`src/hw/rtl/bpwd_pkg.sv`:
```
// ----------------------------------------------------------------------------
// bpwd_pkg: shared types and constants
// Holds the band count, the fixed widths, the config register indexes, the
// back-end state type and the 2^(-2^(k-16)) coefficient table.
// ----------------------------------------------------------------------------
package bpwd_pkg;

    localparam int NBANDS    = 8;
    localparam int STR_W     = 32;
    localparam int SUM_W     = 32;
    localparam int PH_W      = 48;
    localparam int CFG_IDX_W = 2;
    localparam int DIV_STEPS = SUM_W + 1;
    localparam int LOG_STEPS = 16;

    localparam logic [CFG_IDX_W-1:0] CFG_DETAIL  = 2'd0;
    localparam logic [CFG_IDX_W-1:0] CFG_SUMMARY = 2'd1;

    localparam logic [STR_W-1:0] DETAIL_STRIDE_RST  = 32'd6553600;
    localparam logic [STR_W-1:0] SUMMARY_STRIDE_RST = 32'd655360000;
    localparam logic [STR_W-1:0] FRAME_STEP         = 32'h0001_0000;

    // 0.632 in Q16
    localparam logic [16:0] GAMMA_Q16 = 17'd41419;

    typedef struct packed {
        logic kind;   // 0 detail, 1 summary
        logic last;   // final point of its frame
        logic avg;    // values are sums to divide by the count
    } t_job_ctl;

    typedef enum logic [3:0] {
        BK_IDLE,
        BK_BAND,
        BK_DIV,
        BK_CLASS,
        BK_LOG,
        BK_GAM,
        BK_EXP,
        BK_FIN,
        BK_OUT
    } t_bk_state;

    function automatic logic [63:0] pw_isqrt(input logic [63:0] v);
        logic [63:0] x;
        logic [63:0] r;
        logic [63:0] b;
        x = v;
        r = '0;
        for (int i = 31; i >= 0; i--) begin
            b = 64'd1 << (2 * i);
            if (x >= r + b) begin
                x = x - (r + b);
                r = (r >> 1) + b;
            end else begin
                r = r >> 1;
            end
        end
        return r;
    endfunction

    // Coefficient used for fraction bit k of the exponent, Q30.
    function automatic logic [30:0] pw_coef(input int k);
        logic [63:0] c;
        c = pw_isqrt(64'd1 << 59);
        for (int i = 0; i < 15; i++) begin
            if (i < 15 - k) begin
                c = pw_isqrt(c << 30);
            end
        end
        return c[30:0];
    endfunction

    localparam logic [30:0] PW_COEF [16] = '{
        pw_coef(0),  pw_coef(1),  pw_coef(2),  pw_coef(3),
        pw_coef(4),  pw_coef(5),  pw_coef(6),  pw_coef(7),
        pw_coef(8),  pw_coef(9),  pw_coef(10), pw_coef(11),
        pw_coef(12), pw_coef(13), pw_coef(14), pw_coef(15)
    };

endpackage

```
`src/hw/rtl/bpwd_queue.sv`:
```
// ----------------------------------------------------------------------------
// bpwd_queue: two-entry job queue
// Takes up to two jobs a cycle from the front, one a cycle to the back on pop.
// ----------------------------------------------------------------------------
module bpwd_queue #(
    parameter int COUNT_BITS = 16
) (
    input  logic                                             i_clk,
    input  logic                                             i_rst_n,
    input  logic [1:0]                                       i_push_n,
    input  bpwd_pkg::t_job_ctl                               i_ctl_a,
    input  bpwd_pkg::t_job_ctl                               i_ctl_b,
    input  logic [bpwd_pkg::NBANDS-1:0][bpwd_pkg::SUM_W-1:0] i_val_a,
    input  logic [bpwd_pkg::NBANDS-1:0][bpwd_pkg::SUM_W-1:0] i_val_b,
    input  logic [COUNT_BITS-1:0]                            i_cnt_a,
    input  logic [COUNT_BITS-1:0]                            i_cnt_b,
    output logic [1:0]                                       o_free,
    input  logic                                             i_pop,
    output logic                                             o_empty,
    output bpwd_pkg::t_job_ctl                               o_ctl,
    output logic [bpwd_pkg::NBANDS-1:0][bpwd_pkg::SUM_W-1:0] o_val,
    output logic [COUNT_BITS-1:0]                            o_cnt
);
    import bpwd_pkg::*;

    t_job_ctl                     r_ctl [2];
    logic [NBANDS-1:0][SUM_W-1:0] r_val [2];
    logic [COUNT_BITS-1:0]        r_cnt [2];
    logic                         r_head;
    logic [1:0]                   r_n;
    logic                         w0;

    assign o_free  = 2'd2 - r_n;
    assign o_empty = (r_n == 2'd0);
    assign o_ctl   = r_ctl[r_head];
    assign o_val   = r_val[r_head];
    assign o_cnt   = r_cnt[r_head];
    assign w0      = r_head ^ r_n[0];

    always_ff @(posedge i_clk) begin
        if (i_push_n != 2'd0) begin
            r_ctl[w0] <= i_ctl_a;
            r_val[w0] <= i_val_a;
            r_cnt[w0] <= i_cnt_a;
        end
        if (i_push_n == 2'd2) begin
            r_ctl[!w0] <= i_ctl_b;
            r_val[!w0] <= i_val_b;
            r_cnt[!w0] <= i_cnt_b;
        end
    end

    always_ff @(posedge i_clk) begin
        if (!i_rst_n) begin
            r_head <= 1'b0;
            r_n    <= 2'd0;
        end else begin
            if (i_pop) begin
                r_head <= !r_head;
            end
            r_n <= r_n + i_push_n - {1'b0, i_pop};
        end
    end

    a_fill_bound: assert property (@(posedge i_clk) disable iff (!i_rst_n)
        r_n <= 2'd2) else $error("queue fill above two");
    a_no_overrun: assert property (@(posedge i_clk) disable iff (!i_rst_n)
        i_push_n <= o_free) else $error("queue push beyond free room");
    a_no_underrun: assert property (@(posedge i_clk) disable iff (!i_rst_n)
        i_pop |-> !o_empty) else $error("queue pop while empty");

endmodule

```
`config.mk`:
```
export PLATFORM = sky130hd
export DESIGN_NAME = bpwd_queue
export DESIGN_NICKNAME = d
export VERILOG_FILES = /design/src/hw/rtl/bpwd_pkg.sv /design/src/hw/rtl/bpwd_queue.sv
export SDC_FILE = /design/constraint.sdc
export NUM_CORES = 1
export LEC_CHECK = 0
export ABC_AREA = 1
export BUFFER_PORTS_ARGS = -buffer_cell sky130_fd_sc_hd__buf_2
export CORE_AREA = 2 2 323 325
export CTS_BUF_LIST = sky130_fd_sc_hd__clkbuf_4 sky130_fd_sc_hd__clkbuf_8
export DETAILED_ROUTE_END_ITERATION = 6
export DIE_AREA = 0 0 325 327
export HOLD_SLACK_MARGIN = 0.06
export PLACE_DENSITY = 0.56
export REMOVE_ABC_BUFFERS = 1
export SYNTH_ARGS = -nofsm -noshare
export SYNTH_HDL_FRONTEND = slang
export SYNTH_SLANG_ARGS = --single-unit
```
`constraint.sdc`:
```
create_clock -name i_clk -period 31.5 [get_ports i_clk]
set_input_delay 6.3 -clock i_clk [delete_from_list [all_inputs] [get_ports i_clk]]
set_output_delay 6.3 -clock i_clk [all_outputs]
set_load 0.1 [all_outputs]
```
[Word-level counts from Yosys, hierarchy flattened]
Memories as Yosys holds them, arrays and structs flattened. A register that Yosys moved wholly into a read port is not among the register bits.
Cells that the tools add are included.
Cells by class
  multiplexer cells: 10
  add/subtract/negate cells: 3
  eq/ne operators: 1
  reduce and logical (&&, ||, !) cells: 4
  bitwise operators: 1
Operators with widths (count)
  two-way mux 1 bit: 10
  adder 2 bit: 1
  equality test 2 bit, second input constant: 1
  zero test 1 bit: 2
  zero test 2 bit: 1
  nonzero test 2 bit: 1
  subtractor 2 x 1 -> 2 bit: 1
  subtractor 2 bit, first input constant: 1
  bitwise XOR 1 bit: 1
Word-level totals
  bits of input ports: 555
  memories kept: 3
  register bits: 3
  bits in writable memories: 550
  logic and storage cells: 24
  output and inout bits: 278
Memories
  r_val: words 2, width 256, rd ports 1, clocked after memory_dff 1, write ports 2, RTL line bpwd_queue.sv:27  | logic [NBANDS-1:0][SUM_W-1:0] r_val [2];
  r_cnt: words 2, width 16, rd ports 1, clocked after memory_dff 1, write ports 2, RTL line bpwd_queue.sv:28  | logic [COUNT_BITS-1:0] r_cnt [2];
  r_ctl: words 2, width 3, rd ports 1, clocked after memory_dff 1, write ports 2, RTL line bpwd_queue.sv:26  | t_job_ctl r_ctl [2];

[Logic depth before layout (Yosys ltp)]
  depth in word-level cells: 3
  mapped depth: 9
  depth with buffers taken out: 9

[Worst setup path after synthesis]
No wires, ideal clock.
  path kind: input-to-reg
  from: input i_push_n[0]
  to: memory r_cnt[0][0] (enable)
  library setup time: 1.292 ns
  slack: 4.747 ns
  arrival time: 25.461 ns
  path buffers: 0
  stages: 2
  required time: 30.208 ns
  cell sequence: inv_1 -> o21ai_0
RTL lines
  from (decl): RTL line bpwd_queue.sv:10  | input logic [1:0] i_push_n,
  to (decl): RTL line bpwd_queue.sv:28

==> impl_results.md <==
- H-tree depth: 3
- Initial Util: 0.2635
- Post-synth top area share: 0.6092
- Vias per inst: around 4.3
- Post-synthesis sequential area ratio: 0.6121
- Cts repair resizes: 0
- Input/output buffers: 832
- Total wire length: 78400 microns
- Worst hold slack: 597.1 ps
- Synth top area cells: edfxtp_1 (61%), mux2_2 (11%), nand2_1 (7.9%)
- Core Rows: 118
- Die Wd: 325 microns
- Placed insts: 4483
- Drt pass-1 iters: 7
- Vias in the first global route: between 20000 and 25000
- Area grow syn2layout: 24.97%
- Crit. End Element: primary output
- Slew headroom: 0.3106
- CP bufs+invs: 3
- Post-synth top cells: nand2_1 (571), edfxtp_1 (550), o21ai_0 (407)
- Post-Place Worst Slack: 21760 ps
- DRT antenna net count: 0
- Die height: 327 microns
- Placed Area: 0.03189 sq mm
- Post-DP HPWL: 55380 microns
- Wire per inst: 16.77 microns
- CTS buffer count: 101
- Number of synthesized register bits: 554
- MaxCap Viol Count: 0
- Setup violations, final: 0
- Ys Warns: 0
- Setup crit end: o_val[115]
- Initial antenna violation count: 27
- Peak VDD IR: 42.09 uV
- Asr flop ratio synth: 0
- Final setup TNS: 0 ps
- Mapped cell area: roughly 0.027 sq mm
- Hold Vio Cnt, Final: 0
- PwrDens: between 70 and 80 mW/mm^2
- Unique masters post-synth: 18
- Post-route core utilization: 0.3292
- R2r endpoint: r_val[0][168]$_DFFE_PP_
- Clock root buffer: clkbuf_8
- Max incr delay on CP: 820 ps
- Minimum clock period: between 10000 and 15000 ps
- Top_reg_cell synth: edfxtp_1
- Fin worst setup slack: around 21000 ps
- Max FO, Critical Path: between 50 and 60
- Worst path arrival time: 3890 ps
- Iter 0 DRT Violations: 1139
- Critical-path cell list: buf_4 -> buf_4 -> mux2_2 -> buf_2
- Worst Setup Start Kind: flop
- Skew-Pair Late Insertion Delay: around 720 ps
- Design Area, Final: 0.03388 sq mm
- NumNets Final: about 3800
- Post-synth EDFFs: 550
- Post-CTS Repair Setup Buffers: 0
- Post-Synthesis Cells: roughly 2400
- GRT Resource Usage Total: 0.1420
- Synth area leader: edfxtp_1
- Max-slew violations: 0
- Core ar.: about 0.1 sq mm
- Share of layout cells above drive strength 1: 0.3951
- Min-Delay Path Class: flop to flop
- Clk sinks: between 500 and 600
- CTS tree: done
- Setup CP Type: flop to primary output
- Vias: around 20000
- Worst R2R Start: r_n[0]$_SDFF_PN0_
- Critical Path RT: around 25000 ps
- Grt total ovfl: 0
- First-pass GRT wire length: roughly 120000 microns
- Fin crit share: 0.3236
- Count leader, synth: nand2_1
- Worst-path clk slew: ~60 ps
- DRC: 2
- I/O Pins: 833
- Die area: about 0.11 sq mm
- Syn Area/Cell: 11.29 sq um
- Failing checks: design-rule violations
- Non-filler instance count after layout: 4674
- Routability-driven placement congestion ratio: 0.8122
- Reg2reg setup slack: 27510 ps
- Largest net degree at the start of global routing: around 180
- Clock Path Buffers: 3
- Maximum clock frequency: 98.11 MHz
- R2R cell count: 7
- Total Power: 2.423 mW
- Slowest stage cell, crit path: buf_4
- CP dominant cell by count: buf_4
- Hold-fix buffers, CTS: 0
- Crit path max-delay family: buffers and inverters
- Critical Path Stages: 4
- Status: finished with violations
- Leak: about 15 nW
- Worst-margin pin slew: 1034 ps
- RSZ-0062 raised after global routing: false
- Fin Clk Skew: 23.76 ps
-- cell type report --
type | instances | area, sq um
diodes | 11 | 27.53
clock buffers | 148 | 1768
clock inverters | 32 | 196.4
fillers | 10630 | 69030
inverters | 287 | 1077
multi-input cells | 1408 | 8144
flip-flops and latches | 554 | 16600
well taps | 1380 | 1727
repair buffers | 854 | 4342
-- state kept, by name, summed over array words and instances, names as in the netlist, named ones only --
name,cells
r_val,512
r_cnt,32
r_ctl,6
r_n,2
r_head,1
-- power breakdown --
group / internal [mW] / switching [mW]
clock network: 0.367 / 0.302
logic: 0.152 / 0.647
registers: 0.931 / 0.0240
-- placed cells by master, fill, tap and decap left out --
master,count
o21ai_1,145
buf_12,1
mux2_2,275
buf_2,832
xnor2_1,1
clkinv_2,6
clkinv_8,1
inv_2,1
edfxtp_1,550
nand2_8,2
clkinvlp_4,2
dfxtp_4,1
ha_1,3
diode_2,11
nor2_8,1
inv_8,3
o21ai_0,405
dfxtp_1,3
a21oi_1,1
nor2_1,2
o21ai_4,2
bufinv_16,1
nand2_1,571
inv_1,286
clkbuf_8,105
clkinv_1,19
buf_4,21
clkbuf_4,43
-- how the worst min path moves through the flow --
| stage | endpoint | cells past startpoint | slack, ps | from |
|---|---|---|---|---|
| floorplan | r_n[1]$_SDFF_PN0_ | 4 | 530 | r_n[1]$_SDFF_PN0_ |
| global placement | r_n[1]$_SDFF_PN0_ | 4 | 570 | r_n[1]$_SDFF_PN0_ |
| detailed placement | r_n[1]$_SDFF_PN0_ | 4 | 580 | r_n[1]$_SDFF_PN0_ |
| CTS | r_n[1]$_SDFF_PN0_ | 4 | 590 | r_n[1]$_SDFF_PN0_ |
| global route | r_head$_SDFFE_PN0P_ | 2 | 640 | r_head$_SDFFE_PN0P_ |
| finish | r_head$_SDFFE_PN0P_ | 2 | 600 | r_head$_SDFFE_PN0P_ |
-- cell families (layout without fill, tap and decap cells) --
logic type               Yosys count  count (layout)  share of synthesized area
AO/OA/AOI/OAI                    553             553                     0.1021
XOR/XNOR                           1               1                  0.0003231
adder cells (fa/ha/maj)            3               3                   0.001385
buffers and inverters            439            1321                    0.08897
flip-flops                       554             554                     0.6121
multiplexers                     275             275                     0.1142
other                              0              11                          0
AND/OR/NAND/NOR                  576             576                    0.08090
-- layer usage --
layer,up-vias,share of wire,GRT usage
li1,9891,-,-
met1,9482,0.39,0.1629
met2,739,0.51,0.2521
met3,125,0.078,0.04590
met4,22,0.019,0.04096
met5,-,0.0017,0
-- worst reg2reg max path: stages (launching register included) --
cell and delay, ps:
dfxtp_1 380, inv_1 110, nand2_1 70, nand2_1 170
nand2_8 730, buf_4 970, buf_4 910, o21ai_0 330
Power figures use the tool's default switching activity.
