**src/hw/rtl/bpwd_pkg.sv**
```systemverilog
// ----------------------------------------------------------------------------
// bpwd_pkg: shared types and constants
// Holds the band count, the fixed widths, the config register indexes, the
// back-end state type and the 2^(-2^(k-16)) coefficient table.
// ----------------------------------------------------------------------------
package bpwd_pkg;

    localparam int NBANDS    = 8;
    localparam int STR_W     = 32;
    localparam int SUM_W     = 32;
    localparam int PH_W      = 48;
    localparam int CFG_IDX_W = 2;
    localparam int DIV_STEPS = SUM_W + 1;
    localparam int LOG_STEPS = 16;

    localparam logic [CFG_IDX_W-1:0] CFG_DETAIL  = 2'd0;
    localparam logic [CFG_IDX_W-1:0] CFG_SUMMARY = 2'd1;

    localparam logic [STR_W-1:0] DETAIL_STRIDE_RST  = 32'd6553600;
    localparam logic [STR_W-1:0] SUMMARY_STRIDE_RST = 32'd655360000;
    localparam logic [STR_W-1:0] FRAME_STEP         = 32'h0001_0000;

    // 0.632 in Q16
    localparam logic [16:0] GAMMA_Q16 = 17'd41419;

    typedef struct packed {
        logic kind;   // 0 detail, 1 summary
        logic last;   // final point of its frame
        logic avg;    // values are sums to divide by the count
    } t_job_ctl;

    typedef enum logic [3:0] {
        BK_IDLE,
        BK_BAND,
        BK_DIV,
        BK_CLASS,
        BK_LOG,
        BK_GAM,
        BK_EXP,
        BK_FIN,
        BK_OUT
    } t_bk_state;

    function automatic logic [63:0] pw_isqrt(input logic [63:0] v);
        logic [63:0] x;
        logic [63:0] r;
        logic [63:0] b;
        x = v;
        r = '0;
        for (int i = 31; i >= 0; i--) begin
            b = 64'd1 << (2 * i);
            if (x >= r + b) begin
                x = x - (r + b);
                r = (r >> 1) + b;
            end else begin
                r = r >> 1;
            end
        end
        return r;
    endfunction

    // Coefficient used for fraction bit k of the exponent, Q30.
    function automatic logic [30:0] pw_coef(input int k);
        logic [63:0] c;
        c = pw_isqrt(64'd1 << 59);
        for (int i = 0; i < 15; i++) begin
            if (i < 15 - k) begin
                c = pw_isqrt(c << 30);
            end
        end
        return c[30:0];
    endfunction

    localparam logic [30:0] PW_COEF [16] = '{
        pw_coef(0),  pw_coef(1),  pw_coef(2),  pw_coef(3),
        pw_coef(4),  pw_coef(5),  pw_coef(6),  pw_coef(7),
        pw_coef(8),  pw_coef(9),  pw_coef(10), pw_coef(11),
        pw_coef(12), pw_coef(13), pw_coef(14), pw_coef(15)
    };

endpackage

```
**src/hw/rtl/bpwd_front.sv**
```systemverilog
// ----------------------------------------------------------------------------
// bpwd_front: frame intake
// Holds peaks, summary sums, count, phases and strides; on each frame
// decides the boundaries and pushes point jobs to the queue.
// ----------------------------------------------------------------------------
module bpwd_front #(
    parameter int SAMPLE_BITS = 16,
    parameter int COUNT_BITS  = 16
) (
    input  logic                                        i_clk,
    input  logic                                        i_rst_n,
    input  logic                                        i_cfg_we,
    input  logic [bpwd_pkg::CFG_IDX_W-1:0]              i_cfg_index,
    input  logic [bpwd_pkg::STR_W-1:0]                  i_cfg_data,
    input  logic                                        i_valid,
    output logic                                        o_stall,
    input  logic [bpwd_pkg::NBANDS-1:0][SAMPLE_BITS-1:0] i_sample,
    input  logic [1:0]                                  i_free,
    output logic [1:0]                                  o_push_n,
    output bpwd_pkg::t_job_ctl                          o_ctl_a,
    output bpwd_pkg::t_job_ctl                          o_ctl_b,
    output logic [bpwd_pkg::NBANDS-1:0][bpwd_pkg::SUM_W-1:0] o_val_a,
    output logic [bpwd_pkg::NBANDS-1:0][bpwd_pkg::SUM_W-1:0] o_val_b,
    output logic [COUNT_BITS-1:0]                       o_cnt_a,
    output logic [COUNT_BITS-1:0]                       o_cnt_b
);
    import bpwd_pkg::*;

    localparam logic [COUNT_BITS-1:0] CNT_MAX = {COUNT_BITS{1'b1}};

    logic [STR_W-1:0]       r_dstr, r_sstr;
    logic [SAMPLE_BITS-1:0] r_peak [NBANDS];
    logic [SUM_W-1:0]       r_sum  [NBANDS];
    logic [COUNT_BITS-1:0]  r_cnt;
    logic [PH_W-1:0]        r_dph, r_sph;

    logic [STR_W-1:0]       ds, ss;
    logic [PH_W-1:0]        dnext, snext;
    logic                   fire_d, fire_s, add_ok, accept;
    logic [1:0]             need;
    logic [SAMPLE_BITS-1:0] mag    [NBANDS];
    logic [SAMPLE_BITS-1:0] pk_new [NBANDS];
    logic [SUM_W-1:0]       sum_new[NBANDS];
    logic [COUNT_BITS-1:0]  cnt_new;
    t_job_ctl               ctl_d, ctl_s;
    logic [NBANDS-1:0][SUM_W-1:0] val_d, val_s;

    always_comb begin
        ds     = (r_dstr < FRAME_STEP) ? FRAME_STEP : r_dstr;
        ss     = (r_sstr < FRAME_STEP) ? FRAME_STEP : r_sstr;
        dnext  = r_dph + PH_W'(FRAME_STEP);
        snext  = r_sph + PH_W'(FRAME_STEP);
        fire_d = dnext >= PH_W'(ds);
        fire_s = snext >= PH_W'(ss);
        need   = {1'b0, fire_d} + {1'b0, fire_s};
        o_stall = need > i_free;
        accept = i_valid && !o_stall;
        add_ok = fire_d && (r_cnt != CNT_MAX);
        cnt_new = add_ok ? r_cnt + 1'b1 : r_cnt;
        for (int i = 0; i < NBANDS; i++) begin
            mag[i] = i_sample[i][SAMPLE_BITS-1] ? (~i_sample[i] + 1'b1) : i_sample[i];
            pk_new[i] = (mag[i] > r_peak[i]) ? mag[i] : r_peak[i];
            sum_new[i] = add_ok ? r_sum[i] + SUM_W'(pk_new[i]) : r_sum[i];
            val_d[i] = SUM_W'(pk_new[i]);
            val_s[i] = (cnt_new != '0) ? sum_new[i] : SUM_W'(pk_new[i]);
        end
        ctl_d = '{kind: 1'b0, last: !fire_s, avg: 1'b0};
        ctl_s = '{kind: 1'b1, last: 1'b1, avg: (cnt_new != '0)};
        o_ctl_a  = fire_d ? ctl_d : ctl_s;
        o_val_a  = fire_d ? val_d : val_s;
        o_cnt_a  = cnt_new;
        o_ctl_b  = ctl_s;
        o_val_b  = val_s;
        o_cnt_b  = cnt_new;
        o_push_n = accept ? need : 2'd0;
    end

    always_ff @(posedge i_clk) begin
        if (!i_rst_n) begin
            r_dstr <= DETAIL_STRIDE_RST;
            r_sstr <= SUMMARY_STRIDE_RST;
            r_cnt  <= '0;
            r_dph  <= '0;
            r_sph  <= '0;
            for (int i = 0; i < NBANDS; i++) begin
                r_peak[i] <= '0;
                r_sum[i]  <= '0;
            end
        end else begin
            if (i_cfg_we && i_cfg_index == CFG_DETAIL) begin
                r_dstr <= i_cfg_data;
            end
            if (i_cfg_we && i_cfg_index == CFG_SUMMARY) begin
                r_sstr <= i_cfg_data;
            end
            if (accept) begin
                r_dph <= fire_d ? dnext - PH_W'(ds) : dnext;
                r_sph <= fire_s ? snext - PH_W'(ss) : snext;
                r_cnt <= fire_s ? '0 : cnt_new;
                for (int i = 0; i < NBANDS; i++) begin
                    r_peak[i] <= fire_d ? '0 : pk_new[i];
                    r_sum[i]  <= fire_s ? '0 : sum_new[i];
                end
            end
        end
    end

endmodule

```
**config.mk**
```make
export PLATFORM = sky130hd
export DESIGN_NAME = bpwd_front
export DESIGN_NICKNAME = d
export VERILOG_FILES = /design/src/hw/rtl/bpwd_pkg.sv /design/src/hw/rtl/bpwd_front.sv
export SDC_FILE = /design/constraint.sdc
export NUM_CORES = 2
export LEC_CHECK = 0
export BUFFER_PORTS_ARGS = -buffer_cell sky130_fd_sc_hd__buf_2
export CORE_MARGIN = 1.5
export CORE_UTILIZATION = 35
export DETAILED_ROUTE_END_ITERATION = 10
export HOLD_SLACK_MARGIN = 0.15
export PLACE_DENSITY_LB_ADDON = 0.05
export SYNTH_ARGS = -nofsm -noshare
export SYNTH_HDL_FRONTEND = slang
export SYNTH_SLANG_ARGS = --single-unit
export TNS_END_PERCENT = 5
```
**constraint.sdc**
```tcl
create_clock -name i_clk -period 19.43 [get_ports i_clk]
set_input_delay 0.9715 -clock i_clk [delete_from_list [all_inputs] [get_ports i_clk]]
set_output_delay 0.9715 -clock i_clk [all_outputs]
set_load 0.02 [all_outputs]
```
== Word-level counts from Yosys, hierarchy flattened ==
Memories as Yosys holds them, arrays and structs flattened.
Cells that the tools add are included.

* Bits of input ports: 168
* Bits in registers: 176
* Logic and storage cells: 153
* RAM bits: 384
* Memories: 2

{| class="wikitable"
|+ Memories
! memory !! depth !! width !! rd ports !! clocked after memory_dff !! write ports !! line !! text
|-
| r_sum || 8 || 32 || 8 || 0 || 8 || bpwd_front.sv:33 || <nowiki>logic [SUM_W-1:0] r_sum [NBANDS];</nowiki>
|-
| r_peak || 8 || 16 || 8 || 0 || 8 || bpwd_front.sv:32 || <nowiki>logic [SAMPLE_BITS-1:0] r_peak [NBANDS];</nowiki>
|}

* Bitwise logic cells: 24
* $add $sub $neg: 22
* Reduce and logical (&&, ||, !) cells: 8
* Equality and inequality tests: 2
* Muxes and demuxes: 77
* $lt $le $gt $ge: 13

{| class="wikitable"
|+ Operator list
! kind !! count
|-
| 2-to-1 mux 32 bit || 34
|-
| 2-to-1 mux 16 bit || 34
|-
| adder 32 x 16 -> 32 bit || 8
|-
| 2-to-1 mux 256 bit || 1
|-
| adder 16 x 1 -> 16 bit (second input constant) || 9
|-
| > comparator 16 bit || 8
|-
| NOT 16 bit || 8
|-
| adder 48 x 17 -> 48 bit (second input constant) || 2
|-
| greater-or-equal comparator 48 x 32 -> 1 bit || 2
|-
| 2-to-1 mux 48 bit || 2
|-
| subtractor 48 x 32 -> 48 bit || 2
|-
| < comparator 32 x 17 -> 1 bit (second input constant) || 2
|-
| != test 16 bit (second input constant) || 1
|-
| OR 1 bit || 16
|-
| nonzero test 16 bit || 1
|-
| logical AND 1 bit || 4
|-
| 2-to-1 mux 1 bit || 4
|-
| 2-to-1 mux 3 bit || 1
|-
| adder 1 x 1 -> 2 bit || 1
|-
| equality test 2 x 1 -> 1 bit (second input constant) || 1
|-
| > comparator 2 bit || 1
|-
| zero test 1 bit || 2
|-
| zero test 2 bit || 1
|-
| 2-to-1 mux 2 bit || 1
|}

== Logic depth before layout (Yosys ltp) ==
* Depth in word-level cells: 11
* Depth in mapped cells: 34
* Mapped depth without buffers: 33

== Worst setup path after synthesis ==
OpenSTA, ideal clock, no wires.

* Path type: reg2reg
* Start point: register r_sph[18]
* End point: memory r_peak[0][0], enable pin
* Path slack: 5.720 ns
* Required time: 18.700 ns
* Arrival: 12.979 ns
* Cell stages (with the launch flop): 30
* Period minus slack after synthesis: 13.710 ns
* Cell sequence: dfxtp_1 > and4_1 > clkbuf_1 > and3_1 > clkbuf_1 > nand2_1 > xnor2_1 > ha_1 > clkbuf_1 > and3_1 > and3_1 > inv_1 > o32ai_1 > a211oi_1 > and3_1 > and3_1 > clkbuf_1 > inv_1 > clkbuf_1 > buf_1 > ha_1 > ha_1 > nor2b_1 > o21ai_0 > and2_1 > clkbuf_1 > clkbuf_1 > nor2_1 > clkbuf_1 > inv_1

{| class="wikitable"
|+ RTL lines
! element !! line !! text
|-
| from (decl) || bpwd_front.sv:35 || <nowiki>logic [PH_W-1:0] r_dph, r_sph;</nowiki>
|-
| from (signal assigned) || bpwd_front.sv:98 || <nowiki>r_sph <= fire_s ? snext - PH_W'(ss) : snext;</nowiki>
|-
| to (decl) || bpwd_front.sv:32 ||
|}

==> flow_metrics.py <==
metrics = {
    "sta": {
        "slew_hr": 0.183,
        "period_share": 0.544,
        "final.min_clock_period_ns": 10.56,
        "finalHoldViolations": 0,
        "report.final.setup_viol": 0,
        "fmaxAchievable_mhz": 94.7,
        "slew_viol_final": 0,
        "worstMarginPinSlew_ns": 1.23,
        "final.setup_skew_ns": 0.0311,
        "finalSetupTns_ns": 0,
        "timing.final.ws_setup_ns": 8.87,
        "rsz0062_at_grt": "no",
    },
    "clock_tree": {
        "tritoncts.num_buffers": 76,
        "postCtsSetupBuffers": 0,
        "clock_input_transition_at_the_sequential_cells_of_the_worst_setup_and_hold_paths_ns": 0.05,
        "clock_tree.root_cell": "sky130_fd_sc_hd__clkbuf_16",
        "cts_repair_resize_count": 0,
        "cts_htree_levels": 3,
        "hold_buffer_count_at_cts": 0,
        "cts_sinks": 560,
        "cts_tree": "yes",
        "insertion_delay_ns": 0.68,
        "max-clock-path-buffers": 3,
    },
    "critical_path": {
        "regToRegStartpoint": "r_sstr[27]",
        "crit_top_cell": "sky130_fd_sc_hd__buf_4",
        "cp_class": "flop to output port",
        "worst_ep_required_time_ns": 18.46,
        "worst_r2r_endpoint": "r_sum[1][76]",
        "cp_endpoint_kind": "output port",
        "worst_r2r_path_depth": 25,
        "buffer_and_inverter_count_on_the_worst_path": 6,
        "crit_path_max_incr_delay_ns": 0.80,
        "crit_arrival_ns": 9.59,
        "path_max_fanout": 115,
        "worst_r2r_setup_slack_ns": 9.23,
        "timing.critical_path.cells": "nor4_1 > nand4_1 > and2_1 > ha_1 > inv_1 > fa_1 > a21o_1 > a21oi_1 > o21a_1 > o311ai_1 > a211oi_2 > a31o_4 > buf_4 > o32a_1 > a2111oi_0 > and3_4 > inv_8 > nand2_8 > inv_6 > buf_4 > o21ai_1 > buf_2",
        "critical_path.slowest_cell": "sky130_fd_sc_hd__o311ai_1",
        "worst_setup_path_start_kind": "flop",
        "critPathTopFamily": "compound AO/OA/AOI/OAI gates",
    },
    "synthesis": {
        "yosysWarnings": 0,
        "synthDominantAreaCellType": "sky130_fd_sc_hd__edfxtp_1",
        "synth-async-reset-ratio": 0,
        "ys_dominant_reg_cell": "sky130_fd_sc_hd__edfxtp_1",
        "mean_instance_size_in_the_synthesized_netlist_sq_um": 7.82,
        "synth_cell_type_count": 89,
        "syn-instance-count": 5937,
        "seq_total_area_yosys": 0.324,
        "number_of_synthesized_register_bits": 560,
        "synth.top_cells.by_area": "sky130_fd_sc_hd__edfxtp_1 (25%), sky130_fd_sc_hd__ha_1 (9.1%), sky130_fd_sc_hd__nor2_1 (8.4%)",
        "yosysTopAreaCellShare": 0.248,
        "mappedNetlistArea_sq_mm": 0.0464,
        "synth-edff-count": 384,
    },
    "die": {
        "initial_utilization": 0.353,
        "standard_cell_row_count": 133,
        "io_count": 721,
        "die_width_microns": 367,
        "design.die.area_sq_mm": 0.135,
        "die_h_microns": 367,
        "core_sq_mm": 0.132,
    },
    "grt": {
        "first_global_vias": 40687,
        "maximum_number_of_pins_on_one_net_before_global_route_repair": 116,
        "grt_remaining_overflow": 0,
        "grt_antenna_before_repair": 13,
        "grt_first_pass_wirelength_microns": 253000,
        "globalRouteTotalUtil": 0.240,
    },
    "detailed_routing": {
        "drt_drc_violations_left": 0,
        "detail_route.iter0.violations": 3057,
        "firstDrtPassIters": 6,
        "detail_route.wirelength_microns": 168000,
        "routed_wire_length_per_instance_microns": 20.3,
        "via_per_inst": 5.27,
        "postRouteAntennaNets": 0,
        "detailroute.via_count": 43673,
    },
    "placed_design": {
        "gp_congestion": 0.897,
        "dp_worst_slack_ns": 9.25,
        "final_hpwl_dp_microns": 127000,
        "io_buffer_count": 718,
        "placed_instances": 8139,
    },
    "cells_and_area": {
        "final_util": 0.408,
        "nets": 6977,
        "layout.cells.most_common_list": "sky130_fd_sc_hd__nor2_1 (1032), sky130_fd_sc_hd__buf_2 (718), sky130_fd_sc_hd__nand2_1 (678)",
        "layout-drive-gt1-share": 0.148,
        "most_common_library_cell_in_the_layout_ignoring_fill_and_taps": "sky130_fd_sc_hd__nor2_1",
        "synthToLayoutAreaGrowth_pct": 15.7,
        "stdcell_count": 8288,
    },
    "job": {
        "maxCapViolCount": 0,
    },
    "hold_path": {
        "hold_path_end": "r_dph[3]",
        "worstHoldPathType": "flop to flop",
        "holdPathStages": 2,
        "timing.hold.worst.start": "r_dph[3]",
    },
    "outcome": {
        "result_of_the_run": "complete, no violations",
    },
}
-- layout make-up --
cell class / count / area, sq um
Timing Repair Buffer: 763 / 3940
Fill cell: 13740 / 77900
Antenna cell: 11 / 27.5
Sequential cell: 560 / 15100
Clock inverter: 44 / 357
Inverter: 360 / 1370
Tap cell: 1755 / 2200
Multi-Input combinational cell: 4701 / 28800
Clock buffer: 94 / 2020
-- how the worst max path moves through the flow --
stage | from | end | slack (ns) | cells after the start
after floorplan | r_sph[18] | r_peak[0][0] | 5.72 | 29
after global placement | i_sample[48] | o_val_a[115] | 9.32 | 33
after detailed placement | r_sstr[27] | r_peak[1][37] | 9.25 | 25
after CTS | r_dstr[26] | o_val_a[109] | 8.62 | 22
after global routing | r_dstr[26] | o_val_a[109] | 8.14 | 22
final | r_dstr[26] | o_val_a[109] | 8.87 | 22
-- registers in the layout, indices dropped and copies added, names as in the netlist --
name	flops
r_sum	256
r_peak	128
r_dph	48
r_sph	48
r_dstr	32
r_sstr	32
r_cnt	16
-- synthesized netlist by cell type (all sizes together) (16+ instances only) --
library cell  instances
nand2               681
a211o                16
edfxtp              384
and2                 34
o21a                 38
ha                  337
o41ai                21
nand2b               59
a31oi                35
and3                 94
a21o                 69
clkbuf              221
o211ai               25
nor2               1034
nor4                 35
inv                 360
nand4                86
nor2b                83
and4                 22
or3                  39
o31ai                43
nand3               141
nor3                110
buf                  96
a211oi               28
xnor2               295
o21bai               21
o21ai               311
or2                  18
dfxtp               176
a21oi               525
mux2                 26
mux2i               129
xor2                161
or4                  25
-- cell families after synthesis --
logic type,Yosys count,share of synthesized area
and+or+nand+nor,2495,0.242
AOI/OAI and AO/OA,1246,0.160
xor gates and xnor gates,456,0.0860
DFF,560,0.324
muxes,155,0.0341
adders and majority gates,347,0.0951
other,1,0.0000808
buffers and inverters,677,0.0585
-- tightest hold or removal path: cells and delay by family, from the launching register on --
kind	cells	cell delay [ns]
flip-flops	1	0.31
AND/OR/NAND/NOR	1	0.05
AO/OA/AOI/OAI	1	0.05
-- through the flow --
step / hold slack [ns] / instance area (sq um)
2_1_floorplan: 0.432 / 46400
4_1_cts: 0.459 / 53700
6_report: 0.458 / 53700
3_3_place_gp: 0.449 / 51300
3_5_place_dp: 0.450 / 51300
5_1_grt: 0.477 / 53700
-- layer usage --
metal / share of wire / global-route usage / vias up / wire length [microns]
met3: 0.044 / 0.0292 / 173 / 7390
met2: 0.47 / 0.399 / 1086 / 79200
met1: 0.46 / 0.323 / 20686 / 77000
met4: 0.026 / 0.0742 / 0 / 4330
li1: - / - / 21728 / -
met5: 0 / 0 / - / 0
Power is left out: the tool's default activity adds up to more than one toggle a clock period on the data nets, which glitch-free logic cannot reach.
